[src/hw/rtl/kevd_pkg.sv]
// Shared constants, types and translation tables for the PS/2 key event decoder.
`timescale 1ns / 1ps
`default_nettype none

package kevd_pkg;

  // Depth of the key event ring; one slot always stays empty.
  localparam int QUEUE_DEPTH = 32;
  localparam int PTR_W       = $clog2(QUEUE_DEPTH);
  localparam int CODE_W      = 7;
  localparam int EVENT_W     = CODE_W + 1;

  // Set 2 bytes with a special meaning.
  localparam logic [7:0] BYTE_BREAK    = 8'hF0;
  localparam logic [7:0] BYTE_EXTEND   = 8'hE0;
  localparam logic [7:0] BYTE_PAUSE    = 8'hE1;
  localparam logic [7:0] BYTE_ACK      = 8'hFA;
  localparam logic [7:0] BYTE_SELFTEST = 8'hAA;

  // Command codes of the input channel.
  localparam logic CMD_BYTE = 1'b0;
  localparam logic CMD_POP  = 1'b1;

  // One operation handed from the front to the back.
  typedef struct packed {
    logic              is_pop;
    logic              pressed;
    logic [CODE_W-1:0] code;
  } op_t;

  // Translation of a plain Set 2 byte; zero means no key.
  function automatic logic [CODE_W-1:0] normal_rom(input logic [7:0] b);
    logic [CODE_W-1:0] c;
    case (b)
      8'h01: c = 7'h43;  8'h03: c = 7'h3f;  8'h04: c = 7'h3d;  8'h05: c = 7'h3b;
      8'h06: c = 7'h3c;  8'h07: c = 7'h58;  8'h09: c = 7'h44;  8'h0A: c = 7'h42;
      8'h0B: c = 7'h40;  8'h0C: c = 7'h3e;  8'h0D: c = 7'h0f;  8'h0E: c = 7'h29;
      8'h11: c = 7'h38;  8'h12: c = 7'h2a;  8'h14: c = 7'h1d;  8'h15: c = 7'h10;
      8'h16: c = 7'h02;  8'h1A: c = 7'h2c;  8'h1B: c = 7'h1f;  8'h1C: c = 7'h1e;
      8'h1D: c = 7'h11;  8'h1E: c = 7'h03;  8'h21: c = 7'h2e;  8'h22: c = 7'h2d;
      8'h23: c = 7'h20;  8'h24: c = 7'h12;  8'h25: c = 7'h05;  8'h26: c = 7'h04;
      8'h29: c = 7'h39;  8'h2A: c = 7'h2f;  8'h2B: c = 7'h21;  8'h2C: c = 7'h14;
      8'h2D: c = 7'h13;  8'h2E: c = 7'h06;  8'h31: c = 7'h31;  8'h32: c = 7'h30;
      8'h33: c = 7'h23;  8'h34: c = 7'h22;  8'h35: c = 7'h15;  8'h36: c = 7'h07;
      8'h3A: c = 7'h32;  8'h3B: c = 7'h24;  8'h3C: c = 7'h16;  8'h3D: c = 7'h08;
      8'h3E: c = 7'h09;  8'h41: c = 7'h33;  8'h42: c = 7'h25;  8'h43: c = 7'h17;
      8'h44: c = 7'h18;  8'h45: c = 7'h0b;  8'h46: c = 7'h0a;  8'h49: c = 7'h34;
      8'h4A: c = 7'h35;  8'h4B: c = 7'h26;  8'h4C: c = 7'h27;  8'h4D: c = 7'h19;
      8'h4E: c = 7'h0c;  8'h52: c = 7'h28;  8'h54: c = 7'h1a;  8'h55: c = 7'h0d;
      8'h58: c = 7'h3a;  8'h59: c = 7'h36;  8'h5A: c = 7'h1c;  8'h5B: c = 7'h1b;
      8'h5D: c = 7'h2b;  8'h66: c = 7'h0e;  8'h69: c = 7'h4f;  8'h6B: c = 7'h4b;
      8'h6C: c = 7'h47;  8'h70: c = 7'h52;  8'h71: c = 7'h53;  8'h72: c = 7'h50;
      8'h73: c = 7'h4c;  8'h74: c = 7'h4d;  8'h75: c = 7'h48;  8'h76: c = 7'h01;
      8'h77: c = 7'h45;  8'h78: c = 7'h57;  8'h79: c = 7'h4e;  8'h7A: c = 7'h51;
      8'h7B: c = 7'h4a;  8'h7C: c = 7'h37;  8'h7D: c = 7'h49;  8'h7E: c = 7'h46;
      8'h83: c = 7'h41;
      default: c = '0;
    endcase
    return c;
  endfunction

  // Translation of a byte that follows the extended prefix.
  function automatic logic [CODE_W-1:0] extended_rom(input logic [7:0] b);
    logic [CODE_W-1:0] c;
    case (b)
      8'h11: c = 7'h65;  8'h14: c = 7'h66;  8'h4A: c = 7'h67;  8'h5A: c = 7'h68;
      8'h69: c = 7'h62;  8'h6B: c = 7'h6b;  8'h6C: c = 7'h61;  8'h70: c = 7'h5e;
      8'h71: c = 7'h5f;  8'h72: c = 7'h6a;  8'h74: c = 7'h6c;  8'h75: c = 7'h5a;
      8'h7A: c = 7'h64;  8'h7D: c = 7'h63;
      default: c = '0;
    endcase
    return c;
  endfunction

endpackage

`default_nettype wire

[src/hw/rtl/kevd_if.sv]
// Valid/ready channel interfaces for the request and response sides.
`timescale 1ns / 1ps
`default_nettype none

// Request channel: keyboard bytes and pop commands.
interface kevd_in_if;
  logic       valid;
  logic       ready;
  logic       command;
  logic [7:0] data_byte;

  modport source (output valid, command, data_byte, input ready);
  modport sink   (input valid, command, data_byte, output ready);
endinterface

// Response channel: one beat per pop command.
interface kevd_out_if;
  logic       valid;
  logic       ready;
  logic       event_valid;
  logic       key_pressed;
  logic [6:0] key_code;

  modport source (output valid, event_valid, key_pressed, key_code, input ready);
  modport sink   (input valid, event_valid, key_pressed, key_code, output ready);
endinterface

`default_nettype wire

[src/hw/rtl/kevd_ram.sv]
// Generic single-write, single-read RAM with a registered read port.
`timescale 1ns / 1ps
`default_nettype none

module kevd_ram #(
  parameter int WIDTH = 8,
  parameter int DEPTH = 32
) (
  input  wire logic                     clk,
  input  wire logic                     wr_en,
  input  wire logic [$clog2(DEPTH)-1:0] wr_addr,
  input  wire logic [WIDTH-1:0]         wr_data,
  input  wire logic                     rd_en,
  input  wire logic [$clog2(DEPTH)-1:0] rd_addr,
  output logic      [WIDTH-1:0]         rd_data
);

  logic [WIDTH-1:0] mem [DEPTH];

  // Write port.
  always_ff @(posedge clk) begin
    if (wr_en) begin
      mem[wr_addr] <= wr_data;
    end
  end

  // Registered read port.
  always_ff @(posedge clk) begin
    if (rd_en) begin
      rd_data <= mem[rd_addr];
    end
  end

endmodule

`default_nettype wire

[src/hw/rtl/kevd_front.sv]
// Front end: prefix tracking and Set 2 translation into queue operations.
`timescale 1ns / 1ps
`default_nettype none

module kevd_front
  import kevd_pkg::*;
(
  input  wire logic  clk,
  input  wire logic  rst,
  kevd_in_if.sink    req,
  output logic       op_valid,
  input  wire logic  op_ready,
  output op_t        op
);

  logic              break_pending;
  logic              extended_pending;
  logic              break_pending_next;
  logic              extended_pending_next;
  logic [CODE_W-1:0] code;
  logic              is_prefix_or_ignored;
  logic              req_fire;

  // A beat is taken whenever the operation queue has room.
  assign req.ready = op_ready;
  assign req_fire  = req.valid && req.ready;

  // Classify the byte and look up its key code.
  always_comb begin
    code                  = extended_pending ? extended_rom(req.data_byte)
                                             : normal_rom(req.data_byte);
    is_prefix_or_ignored  = req.data_byte inside {BYTE_BREAK, BYTE_EXTEND, BYTE_PAUSE,
                                                  BYTE_ACK, BYTE_SELFTEST};
    break_pending_next    = break_pending;
    extended_pending_next = extended_pending;
    if (req.command == CMD_BYTE) begin
      if (req.data_byte == BYTE_BREAK) begin
        break_pending_next = 1'b1;
      end else if (req.data_byte == BYTE_EXTEND) begin
        extended_pending_next = 1'b1;
      end else if (!is_prefix_or_ignored) begin
        break_pending_next    = 1'b0;
        extended_pending_next = 1'b0;
      end
    end
  end

  // Pops always go to the back; bytes only when they name a key.
  always_comb begin
    op.is_pop  = (req.command == CMD_POP);
    op.pressed = (req.command == CMD_POP) ? 1'b0 : !break_pending;
    op.code    = (req.command == CMD_POP) ? '0 : code;
    op_valid   = req.valid &&
                 ((req.command == CMD_POP) || (!is_prefix_or_ignored && (code != '0)));
  end

  // Prefix flags.
  always_ff @(posedge clk) begin
    if (rst) begin
      break_pending    <= 1'b0;
      extended_pending <= 1'b0;
    end else if (req_fire) begin
      break_pending    <= break_pending_next;
      extended_pending <= extended_pending_next;
    end
  end

endmodule

`default_nettype wire

[src/hw/rtl/kevd_op_queue.sv]
// Two-entry operation queue between the front and the back.
`timescale 1ns / 1ps
`default_nettype none

module kevd_op_queue
  import kevd_pkg::*;
(
  input  wire logic clk,
  input  wire logic rst,
  input  wire logic in_valid,
  output logic      in_ready,
  input  wire op_t  in_op,
  output logic      out_valid,
  input  wire logic out_ready,
  output op_t       out_op
);

  logic [1:0] count;
  logic [1:0] wr_pos;
  logic       in_fire;
  logic       out_fire;
  op_t        slot0;
  op_t        slot1;

  assign in_ready  = (count != 2'd2);
  assign out_valid = (count != 2'd0);
  assign out_op    = slot0;
  assign in_fire   = in_valid && in_ready;
  assign out_fire  = out_valid && out_ready;
  assign wr_pos    = count - {1'b0, out_fire};

  // Occupancy.
  always_ff @(posedge clk) begin
    if (rst) begin
      count <= 2'd0;
    end else begin
      count <= count + {1'b0, in_fire} - {1'b0, out_fire};
    end
  end

  // Shift on a read, then place a new entry behind the survivors.
  always_ff @(posedge clk) begin
    if (out_fire) begin
      slot0 <= slot1;
    end
    if (in_fire) begin
      if (wr_pos == 2'd0) begin
        slot0 <= in_op;
      end else begin
        slot1 <= in_op;
      end
    end
  end

endmodule

`default_nettype wire

[src/hw/rtl/kevd_back.sv]
// Back end: key event ring in RAM, pop reads and the response buffer.
`timescale 1ns / 1ps
`default_nettype none

module kevd_back
  import kevd_pkg::*;
(
  input  wire logic clk,
  input  wire logic rst,
  input  wire logic op_valid,
  output logic      op_ready,
  input  wire op_t  op,
  kevd_out_if.source rsp
);

  typedef struct packed {
    logic              event_valid;
    logic              key_pressed;
    logic [CODE_W-1:0] key_code;
  } result_t;

  logic [PTR_W-1:0]   write_pointer;
  logic [PTR_W-1:0]   read_pointer;
  logic [PTR_W-1:0]   write_pointer_next;
  logic [PTR_W-1:0]   read_pointer_next;
  logic               queue_empty;
  logic               queue_full;
  logic               op_fire;
  logic               do_push;
  logic               do_read;
  logic               pend_valid;
  logic               pend_hit;
  logic [EVENT_W-1:0] rd_data;
  logic [1:0]         out_count;
  logic [1:0]         out_pos;
  logic [2:0]         out_load;
  logic               out_fire;
  logic               can_issue;
  result_t            pend_result;
  result_t            slot0;
  result_t            slot1;

  // Ring pointers wrap at the queue depth.
  assign write_pointer_next = (write_pointer == PTR_W'(QUEUE_DEPTH - 1)) ? '0
                                                                        : write_pointer + 1'b1;
  assign read_pointer_next  = (read_pointer == PTR_W'(QUEUE_DEPTH - 1)) ? '0
                                                                       : read_pointer + 1'b1;
  assign queue_empty = (write_pointer == read_pointer);
  assign queue_full  = (write_pointer_next == read_pointer);

  // A pop needs a free place in the response buffer, counting the read in flight.
  assign out_fire  = rsp.valid && rsp.ready;
  assign out_load  = {1'b0, out_count} + {2'b0, pend_valid} - {2'b0, out_fire};
  assign can_issue = (out_load < 3'd2);
  assign op_ready  = !op.is_pop || can_issue;
  assign op_fire   = op_valid && op_ready;
  assign do_push   = op_fire && !op.is_pop && !queue_full;
  assign do_read   = op_fire && op.is_pop && !queue_empty;

  kevd_ram #(
    .WIDTH (EVENT_W),
    .DEPTH (QUEUE_DEPTH)
  ) u_event_store (
    .clk     (clk),
    .wr_en   (do_push),
    .wr_addr (write_pointer),
    .wr_data ({op.pressed, op.code}),
    .rd_en   (do_read),
    .rd_addr (read_pointer),
    .rd_data (rd_data)
  );

  // Pointers and the pop in flight.
  always_ff @(posedge clk) begin
    if (rst) begin
      write_pointer <= '0;
      read_pointer  <= '0;
      pend_valid    <= 1'b0;
      pend_hit      <= 1'b0;
    end else begin
      if (do_push) begin
        write_pointer <= write_pointer_next;
      end
      if (do_read) begin
        read_pointer <= read_pointer_next;
      end
      pend_valid <= op_fire && op.is_pop;
      pend_hit   <= do_read;
    end
  end

  // An empty-queue pop answers with all fields zero.
  always_comb begin
    pend_result = '0;
    if (pend_hit) begin
      pend_result.event_valid = 1'b1;
      pend_result.key_pressed = rd_data[EVENT_W-1];
      pend_result.key_code    = rd_data[CODE_W-1:0];
    end
  end

  // Two-entry response buffer.
  assign out_pos = out_count - {1'b0, out_fire};

  always_ff @(posedge clk) begin
    if (rst) begin
      out_count <= 2'd0;
    end else begin
      out_count <= out_count + {1'b0, pend_valid} - {1'b0, out_fire};
    end
  end

  always_ff @(posedge clk) begin
    if (out_fire) begin
      slot0 <= slot1;
    end
    if (pend_valid) begin
      if (out_pos == 2'd0) begin
        slot0 <= pend_result;
      end else begin
        slot1 <= pend_result;
      end
    end
  end

  assign rsp.valid       = (out_count != 2'd0);
  assign rsp.event_valid = slot0.event_valid;
  assign rsp.key_pressed = slot0.key_pressed;
  assign rsp.key_code    = slot0.key_code;

`ifndef SYNTH
  // The response buffer never holds more than two beats.
  a_out_count_bound: assert property (@(posedge clk) disable iff (rst)
    out_count <= 2'd2)
    else $error("response buffer overflow");

  // A returning read always finds a free place.
  a_pend_has_room: assert property (@(posedge clk) disable iff (rst)
    pend_valid |-> (out_pos < 2'd2))
    else $error("pop result arrived without room");

  // A pop of an empty ring gives a not-valid result in the next cycle.
  a_empty_pop: assert property (@(posedge clk) disable iff (rst)
    (op_fire && op.is_pop && queue_empty) |=> (pend_valid && !pend_hit))
    else $error("empty pop did not report not-valid");

  // A push to a full ring leaves the write pointer where it was.
  a_full_drop: assert property (@(posedge clk) disable iff (rst)
    (op_fire && !op.is_pop && queue_full) |=> $stable(write_pointer))
    else $error("push to a full ring moved the write pointer");
`endif

endmodule

`default_nettype wire

[src/hw/rtl/ps2_set2_key_event_decoder_unit.sv]
// Top level of the PS/2 Set 2 key event decoder.
// A pop's response passes the op queue, the pop register and the response buffer.
// Throughput: one request beat per cycle while the operation queue has room.
// The back end runs one operation per cycle; a pop waits only on response buffer room.
// Reset (rst, synchronous) clears the prefixes, ring pointers and queue counts.
// The event store RAM is not cleared; only written entries are ever read.
`timescale 1ns / 1ps
`default_nettype none

module ps2_set2_key_event_decoder_unit
  import kevd_pkg::*;
(
  input  wire logic  clk,
  input  wire logic  rst,
  kevd_in_if.sink    req,
  kevd_out_if.source rsp
);

  logic front_valid;
  logic front_ready;
  op_t  front_op;
  logic back_valid;
  logic back_ready;
  op_t  back_op;

  kevd_front u_front (
    .clk      (clk),
    .rst      (rst),
    .req      (req),
    .op_valid (front_valid),
    .op_ready (front_ready),
    .op       (front_op)
  );

  kevd_op_queue u_op_queue (
    .clk       (clk),
    .rst       (rst),
    .in_valid  (front_valid),
    .in_ready  (front_ready),
    .in_op     (front_op),
    .out_valid (back_valid),
    .out_ready (back_ready),
    .out_op    (back_op)
  );

  kevd_back u_back (
    .clk      (clk),
    .rst      (rst),
    .op_valid (back_valid),
    .op_ready (back_ready),
    .op       (back_op),
    .rsp      (rsp)
  );

endmodule

`default_nettype wire
[src/flat_wrapper.sv]
// flat-port wrapper written by rule: the top's interface ports become plain ports
module ps2_set2_key_event_decoder_unit_flat import kevd_pkg::*;
  (clk, rst, req_valid, req_command, req_data_byte, req_ready, rsp_valid, rsp_event_valid, rsp_key_pressed, rsp_key_code, rsp_ready);
  kevd_in_if req_i ();
  kevd_out_if rsp_i ();
  input  wire logic clk;
  input  wire logic rst;
  input wire logic [$bits(req_i.valid)-1:0] req_valid;
  input wire logic [$bits(req_i.command)-1:0] req_command;
  input wire logic [$bits(req_i.data_byte)-1:0] req_data_byte;
  output wire logic [$bits(req_i.ready)-1:0] req_ready;
  output wire logic [$bits(rsp_i.valid)-1:0] rsp_valid;
  output wire logic [$bits(rsp_i.event_valid)-1:0] rsp_event_valid;
  output wire logic [$bits(rsp_i.key_pressed)-1:0] rsp_key_pressed;
  output wire logic [$bits(rsp_i.key_code)-1:0] rsp_key_code;
  input wire logic [$bits(rsp_i.ready)-1:0] rsp_ready;
  assign req_i.valid = req_valid;
  assign req_i.command = req_command;
  assign req_i.data_byte = req_data_byte;
  assign req_ready = req_i.ready;
  assign rsp_valid = rsp_i.valid;
  assign rsp_event_valid = rsp_i.event_valid;
  assign rsp_key_pressed = rsp_i.key_pressed;
  assign rsp_key_code = rsp_i.key_code;
  assign rsp_i.ready = rsp_ready;
  ps2_set2_key_event_decoder_unit u_core (.clk(clk), .rst(rst), .req(req_i), .rsp(rsp_i));
endmodule
[config.mk]
export PLATFORM = sky130hd
export DESIGN_NAME = ps2_set2_key_event_decoder_unit_flat
export DESIGN_NICKNAME = d
export VERILOG_FILES = /design/src/hw/rtl/kevd_pkg.sv /design/src/hw/rtl/kevd_if.sv /design/src/hw/rtl/kevd_ram.sv /design/src/hw/rtl/kevd_front.sv /design/src/hw/rtl/kevd_op_queue.sv /design/src/hw/rtl/kevd_back.sv /design/src/hw/rtl/ps2_set2_key_event_decoder_unit.sv /design/src/flat_wrapper.sv
export SDC_FILE = /design/constraint.sdc
export NUM_CORES = 1
export LEC_CHECK = 0
export BUFFER_PORTS_ARGS = -buffer_cell sky130_fd_sc_hd__buf_4
export CORE_UTILIZATION = 35
export CTS_CLUSTER_SIZE = 40
export DETAILED_ROUTE_END_ITERATION = 16
export GPL_ROUTABILITY_DRIVEN = 0
export PLACE_DENSITY = 0.57
export SKIP_LAST_GASP = 1
export SYNTH_ARGS = -nofsm -noshare
export SYNTH_HDL_FRONTEND = slang
export SYNTH_HIERARCHICAL = 1
export SYNTH_SLANG_ARGS = --single-unit
[constraint.sdc]
create_clock -name clk -period 6.15 [get_ports clk]
set_clock_uncertainty 0.05 [all_clocks]
set_input_delay 1.23 -clock clk [delete_from_list [all_inputs] [get_ports clk]]
set_output_delay 1.23 -clock clk [all_outputs]
set_load 0.005 [all_outputs]
Word level (Yosys, flattened, before mapping)
Memories as Yosys holds them, arrays and structs flattened. A register that Yosys moved wholly into a read port is not among the register bits.
Cells that the tools add are included.
{"block": "op_classes", "n_addsub": 10, "n_mux": 19, "bitwise": 4, "reduce_logical": 27, "n_eq_ne": 27, "n_lt_le_gt_ge": 1}
{"cell": "$pmux W7 S14", "n": 1}
{"cell": "$eq A8 B7 Y1 const B", "n": 12}
{"cell": "$mux W9", "n": 7}
{"cell": "$eq A8 B8 Y1 const B", "n": 5}
{"cell": "$eq A8 B5 Y1 const B", "n": 2}
{"cell": "$mux W7", "n": 2}
{"cell": "$add A5 B1 Y5 const B", "n": 2}
{"cell": "$eq A5 B5 Y1", "n": 2}
{"cell": "$eq A5 B5 Y1 const B", "n": 2}
{"cell": "$logic_and A1 B1 Y1", "n": 10}
{"cell": "$mux W5", "n": 2}
{"cell": "$reduce_and A4 Y1", "n": 2}
{"cell": "$sub A2 B1 Y2", "n": 4}
{"cell": "$mux W1", "n": 7}
{"cell": "$reduce_bool A7 Y1", "n": 1}
{"cell": "$logic_not A1 Y1", "n": 5}
{"cell": "$reduce_bool A5 Y1", "n": 1}
{"cell": "$add A2 B1 Y2", "n": 2}
{"cell": "$logic_not A2 Y1", "n": 2}
{"cell": "$ne A2 B1 Y1 const B", "n": 2}
{"cell": "$ne A2 B2 Y1 const B", "n": 2}
{"cell": "$not A1 Y1", "n": 4}
{"cell": "$reduce_and A2 Y1", "n": 2}
{"cell": "$reduce_bool A2 Y1", "n": 2}
{"cell": "4 further kinds", "n": 5}
{"block": "word_totals", "ramBits": 256, "mem_count": 2, "mem_bits_ro": 1792, "output_inout_bits": 11, "register_bits": 54}
{"memory": "(name not given)", "depth": 256, "word_bits": 7, "read_ports": 1, "rd_ports_with_merged_regs": 0, "wr": 0, "line": "kevd_pkg.sv:34", "rtl": "case (b)"}
{"memory": "u_core.u_back.u_event_store.mem", "depth": 32, "word_bits": 8, "read_ports": 1, "rd_ports_with_merged_regs": 1, "wr": 1, "line": "kevd_ram.sv:18", "rtl": "logic [WIDTH-1:0] mem [DEPTH];"}

Depth between registers and ports, before layout
{"block": "logic_depth", "ltp_word": 10, "depth_mapped": 16, "depth_no_buf": 14}

Hierarchy
Netlist, hierarchy kept.
{"module": "kevd_ram", "seq_area_each_um2": 7927.6, "cells_per_inst": 417, "area_each_um2": 10133.5, "instances": 1}
{"module": "kevd_front", "seq_area_each_um2": 40.0, "cells_per_inst": 291, "area_each_um2": 1948.1, "instances": 1}
{"module": "kevd_back", "seq_area_each_um2": 730.7, "cells_per_inst": 152, "area_each_um2": 1556.5, "instances": 1}
{"module": "kevd_op_queue", "seq_area_each_um2": 490.5, "cells_per_inst": 55, "area_each_um2": 855.8, "instances": 1}

Least setup slack after synthesis
OpenSTA, ideal clock, no wires.
{"block": "synth_path", "path_kind": "input port to flip-flop", "start": "input req_data_byte[0]", "end": "register u_core.u_op_queue.count[1]", "setup_time_ns": 0.123, "arrival_ns": 3.979, "path_stages": 16, "path_slack_ns": 1.997, "n_path_buf": 2, "t_required_ns": 5.977, "cell_sequence": "buf_6 -> inv_1 -> ha_1 -> clkbuf_1 -> nand2_1 -> a21oi_1 -> o22ai_1 -> a32oi_1 -> a32oi_1 -> and4bb_1 -> a41oi_2 -> nand2_1 -> xor2_1 -> ha_1 -> nor2b_1 -> mux2_1"}
{"block": "synth_between", "elab_chain_len": 10, "word_cells_on_any_way": 31}
{"item": "start, declared", "line": "flat_wrapper.sv:10", "rtl": "input wire logic [$bits(req_i.data_byte)-1:0] req_data_byte;"}
{"item": "branches (longest 4 deep; another with $mem_v2 Z256 W7)"}
{"item": "$logic_and A1 B1 Y1 *", "line": "kevd_front.sv:54", "rtl": "((req.command == CMD_POP) || (!is_prefix_or_ignored && (code != '0)));"}
{"item": "$logic_or A1 B1 Y1 *", "line": "kevd_front.sv:54"}
{"item": "$logic_and A1 B1 Y1 *", "line": "kevd_front.sv:53", "rtl": "op_valid = req.valid &&"}
{"item": "via u_core.front_valid", "line": "ps2_set2_key_event_decoder_unit.sv:19", "rtl": "logic front_valid;"}
{"item": "$logic_and A1 B1 Y1 *", "line": "kevd_op_queue.sv:28", "rtl": "assign in_fire = in_valid && in_ready;"}
{"item": "$add A2 B1 Y2 *", "line": "kevd_op_queue.sv:37", "rtl": "count <= count + {1'b0, in_fire} - {1'b0, out_fire};"}
{"item": "$sub A2 B1 Y2 *", "line": "kevd_op_queue.sv:37"}
{"item": "end signal, assigned", "line": "kevd_op_queue.sv:37"}
{"item": "end, declared", "line": "kevd_op_queue.sv:18", "rtl": "logic [1:0] count;"}
Mark *: on every way through the listed nets, which the timed path passes.
A chain may end at the register's enable or synchronous reset.

Worst setup path in the final report
{"block": "layout_path", "start": "input req_data_byte[1]", "end": "register u_core.u_op_queue.count[1]"}
Same word-level chain as after synthesis.

==> flow_summary_export.csv <==
group,metric,value,unit
layout,fin_cells,1483,
power_and_ir_drop,irDropWorstVdd,0.142,mV
sta,hold_viol_final,0,
clocking,cts_max_path_buffers,3,
detailed_routing,drt_first_pass_iters,5,
logic_synthesis,syn_area,14500,um2
detailed_routing,vias,8183,
die,core,40800,um2
logic_synthesis,async_flop_share,0,
sta,setup_tns,0,ns
setup_path,worstSetupEndpointType,"flip-flop",
layout,final_common_cell,"edfxtp_1",
global_routing,grt_max_degree,61,
logic_synthesis,yosys-top-cells-area,"edfxtp_1, mux4_2, dfxtp_1",
place,numPlacedInstances,1423,
clocking,cts_setup_buffers,0,
power_and_ir_drop,internal_power,4.20,mW
detailed_routing,via_per_inst,5.52,
global_routing,antenna_found_initial,0,
clocking,cts_tree,"done",
sta,layout_setup_ws,1.87,ns
sta,min_period,4.28,ns
clocking,cts_hold_buf,0,
global_routing,grt_overflow,0,
power_and_ir_drop,clkPwrFrac,0.323,
layout,drive_above_1_share,0.218,
place,dp_hpwl,20300,um
clocking,clk_latency,0.51,ns
layout,finalNetCount,956,
logic_synthesis,synth-seq-cells,318,
layout,antennaDiodeCount,0,
logic_synthesis,synth.yosys.seq_area_share,0.634,
clocking,htreeDepth,2,
power_and_ir_drop,power_leakage,5.19,nW
clocking,path_clk_slew,0.06,ns
clocking,cts_resized,0,
logic_synthesis,yosys_warnings,6,
flow_run,maxCapViolations,0,
die,row_count,74,
global_routing,grt_pass1_wl,49000,um
power_and_ir_drop,switching_share,0.263,
worst_hold_path,min_path_cells,2,
logic_synthesis,synth_cell_types,94,
logic_synthesis,netlist_instances,915,
logic_synthesis,yosys.area.top_type,"edfxtp_1",
sta,fmax,234,MHz
layout,syn2layout_area_growth,10.5,%
setup_path,crit_arrival,4.61,ns
die,start_util,0.355,
sta,setup_viol,0,
power_and_ir_drop,p_comb_frac,0.147,
detailed_routing,post_drt_wl_per_cell,21.6,um
sta,max_slew.worst_pin.slew,1.28,ns
global_routing,track_usage,0.154,
setup_path,reg2reg_depth,8,
worst_hold_path,min_path_type,"flip-flop to flip-flop",
setup_path,crit_fanout,14,
logic_synthesis,synth_nets,943,
sta,min_period_over_period,0.695,
setup_path,criticalPathCategory,"input pin to flip-flop",
clocking,numCtsBuffers,35,
power_and_ir_drop,power_frac_seq,0.530,
logic_synthesis,ys.flop_type,"edfxtp_1",
setup_path,worstPathRequired,6.48,ns
sta,drv_slew,0,
setup_path,startpoint_type,"input pin",
place,port_buffers,23,
die,die_width,205,um
die,die_h,205,um
detailed_routing,route.detailed.drc,0,
die,fp.dieArea,42200,um2
power_and_ir_drop,p_switching,1.50,mW
layout,mostFrequentLayoutCells,"edfxtp_1, nor2_1, mux4_2",
sta,holdWs,0.492,ns
die,io_pins,24,
logic_synthesis,synth_top_area_share,0.584,
sta,rsz0062_at_grt,"no",
detailed_routing,ant_nets,0,
detailed_routing,drt_iter0_markers,699,
sta,max_slew_margin,0.147,
place,preCtsSetupSlack,1.42,ns
outcome,status,"complete, no violations",
power_and_ir_drop,totalPowerFinal,5.70,mW
logic_synthesis,postSynthAreaPerCell,15.8,um2
power_and_ir_drop,cellPowerDensity,356,nW/um2
detailed_routing,finalWirelength,32000,um
clocking,clk_root_buffer_cell,"clkbuf_16",
global_routing,grt_pass1_vias,7919,
logic_synthesis,synth-edff-count,282,
clocking,clock-sinks,318,
layout,nFillCells,3702,
sequential cells by signal, indices dropped and copies added, names as in the netlist:
signal,cells
u_core/u_back/rsp.event_valid,1
u_core/u_back/pend_valid,1
u_core/u_back/read_pointer,5
u_core/u_back/write_pointer,5
u_core/u_back/rsp.key_pressed,1
u_core/u_op_queue/out_op,9
u_core/u_op_queue/slot1,9
u_core/u_front/extended_pending,1
u_core/u_back/slot1,9
u_core/u_front/break_pending,1
u_core/u_back/pend_hit,1
u_core/u_op_queue/count,2
u_core/u_back/u_event_store/mem,256
u_core/u_back/out_count,2
u_core/u_back/u_event_store/rd_data,8
u_core/u_back/rsp.key_code,7
final cells by class:
type | count | area, um2 | area share
repair buffers | 29 | 218 | 0.0136
clock inverters | 15 | 83.8 | 0.00523
multi-input cells | 532 | 4900 | 0.306
clock buffers | 45 | 913 | 0.0570
flip-flops and latches | 318 | 9200 | 0.574
well taps | 532 | 666 | 0.0415
inverters | 12 | 45.0 | 0.00281
path summary, 6_finish.rpt:
path	slack (ns)	to	start
setup / recovery	1.87	u_core/u_op_queue/count[1]	req_data_byte[1]
hold / removal	0.49	u_core/u_back/rsp.key_code[4]	u_core/u_back/slot1[4]
setup reg to reg	2.24	u_core/u_back/u_event_store/mem[8][5]	u_core/u_back/write_pointer[2]
hold reg to reg	0.49	u_core/u_back/rsp.key_code[4]	u_core/u_back/slot1[4]
metal layers:
layer  share of wire  global-route usage  vias to the layer above
met5               0                   0                        -
met3           0.060              0.0234                       80
met1            0.44               0.213                     4124
li1                -                   -                     3651
met2            0.47               0.246                      328
met4           0.032              0.0548                        0
stage by stage:
step	util	instance area (um2)
global placement	0.368	15000
floorplan	-	14500
global route	0.392	16000
finish	0.392	16000
detailed placement	0.368	15000
CTS	0.392	16000
power groups by stage:
| stage | clock [mW] | combinational, mW | sequential [mW] |
|---|---|---|---|
| after floorplan | 0 | 0.598 | 2.94 |
| after CTS | 1.88 | 0.851 | 3.03 |
| after global placement | 0 | 0.839 | 3.06 |
| after detailed placement | 0 | 0.849 | 3.07 |
| final | 1.84 | 0.840 | 3.02 |
| after global routing | 1.97 | 0.914 | 3.06 |
cells by family after synthesis:
group	Yosys count	share of synthesized area
compound gates	130	0.0616
simple gates	248	0.0924
fa+ha+maj	15	0.0135
xor+xnor	12	0.00725
flops	318	0.634
mux	127	0.163
buf+inv	65	0.0281
cells in the mapped netlist (6+ instances only):
library cell and instances:
mux2_2 10, o211ai_1 7, mux2_1 10, nor2_1 83
buf_6 7, nand3b_1 7, buf_2 10, nand2_1 30
and2_1 9, dfxtp_1 36, xor2_1 7, inv_1 10
mux2_4 9, ha_1 14, nor2b_1 16, nand2b_1 17
buf_1 6, buf_4 12, o21ai_0 26, clkbuf_1 13
nand3_1 16, a21oi_1 30, a31oi_1 10, nor3_1 12
and3_1 7, mux2i_1 16, edfxtp_1 282, mux4_2 82
worst max-delay path, stage by stage:
cell and delay (ns):
buf_4 0.16, inv_1 0.15, ha_1 0.54, and2_4 0.29, nor2_4 0.05, mux4_2 0.46, a21o_1 0.21, o211ai_2 0.15
a311oi_1 0.08, a41oi_2 0.38, nand2_1 0.11, xor2_1 0.16, ha_1 0.23, nor2b_1 0.12, mux2_1 0.28
(Power assumes the default switching activity.)
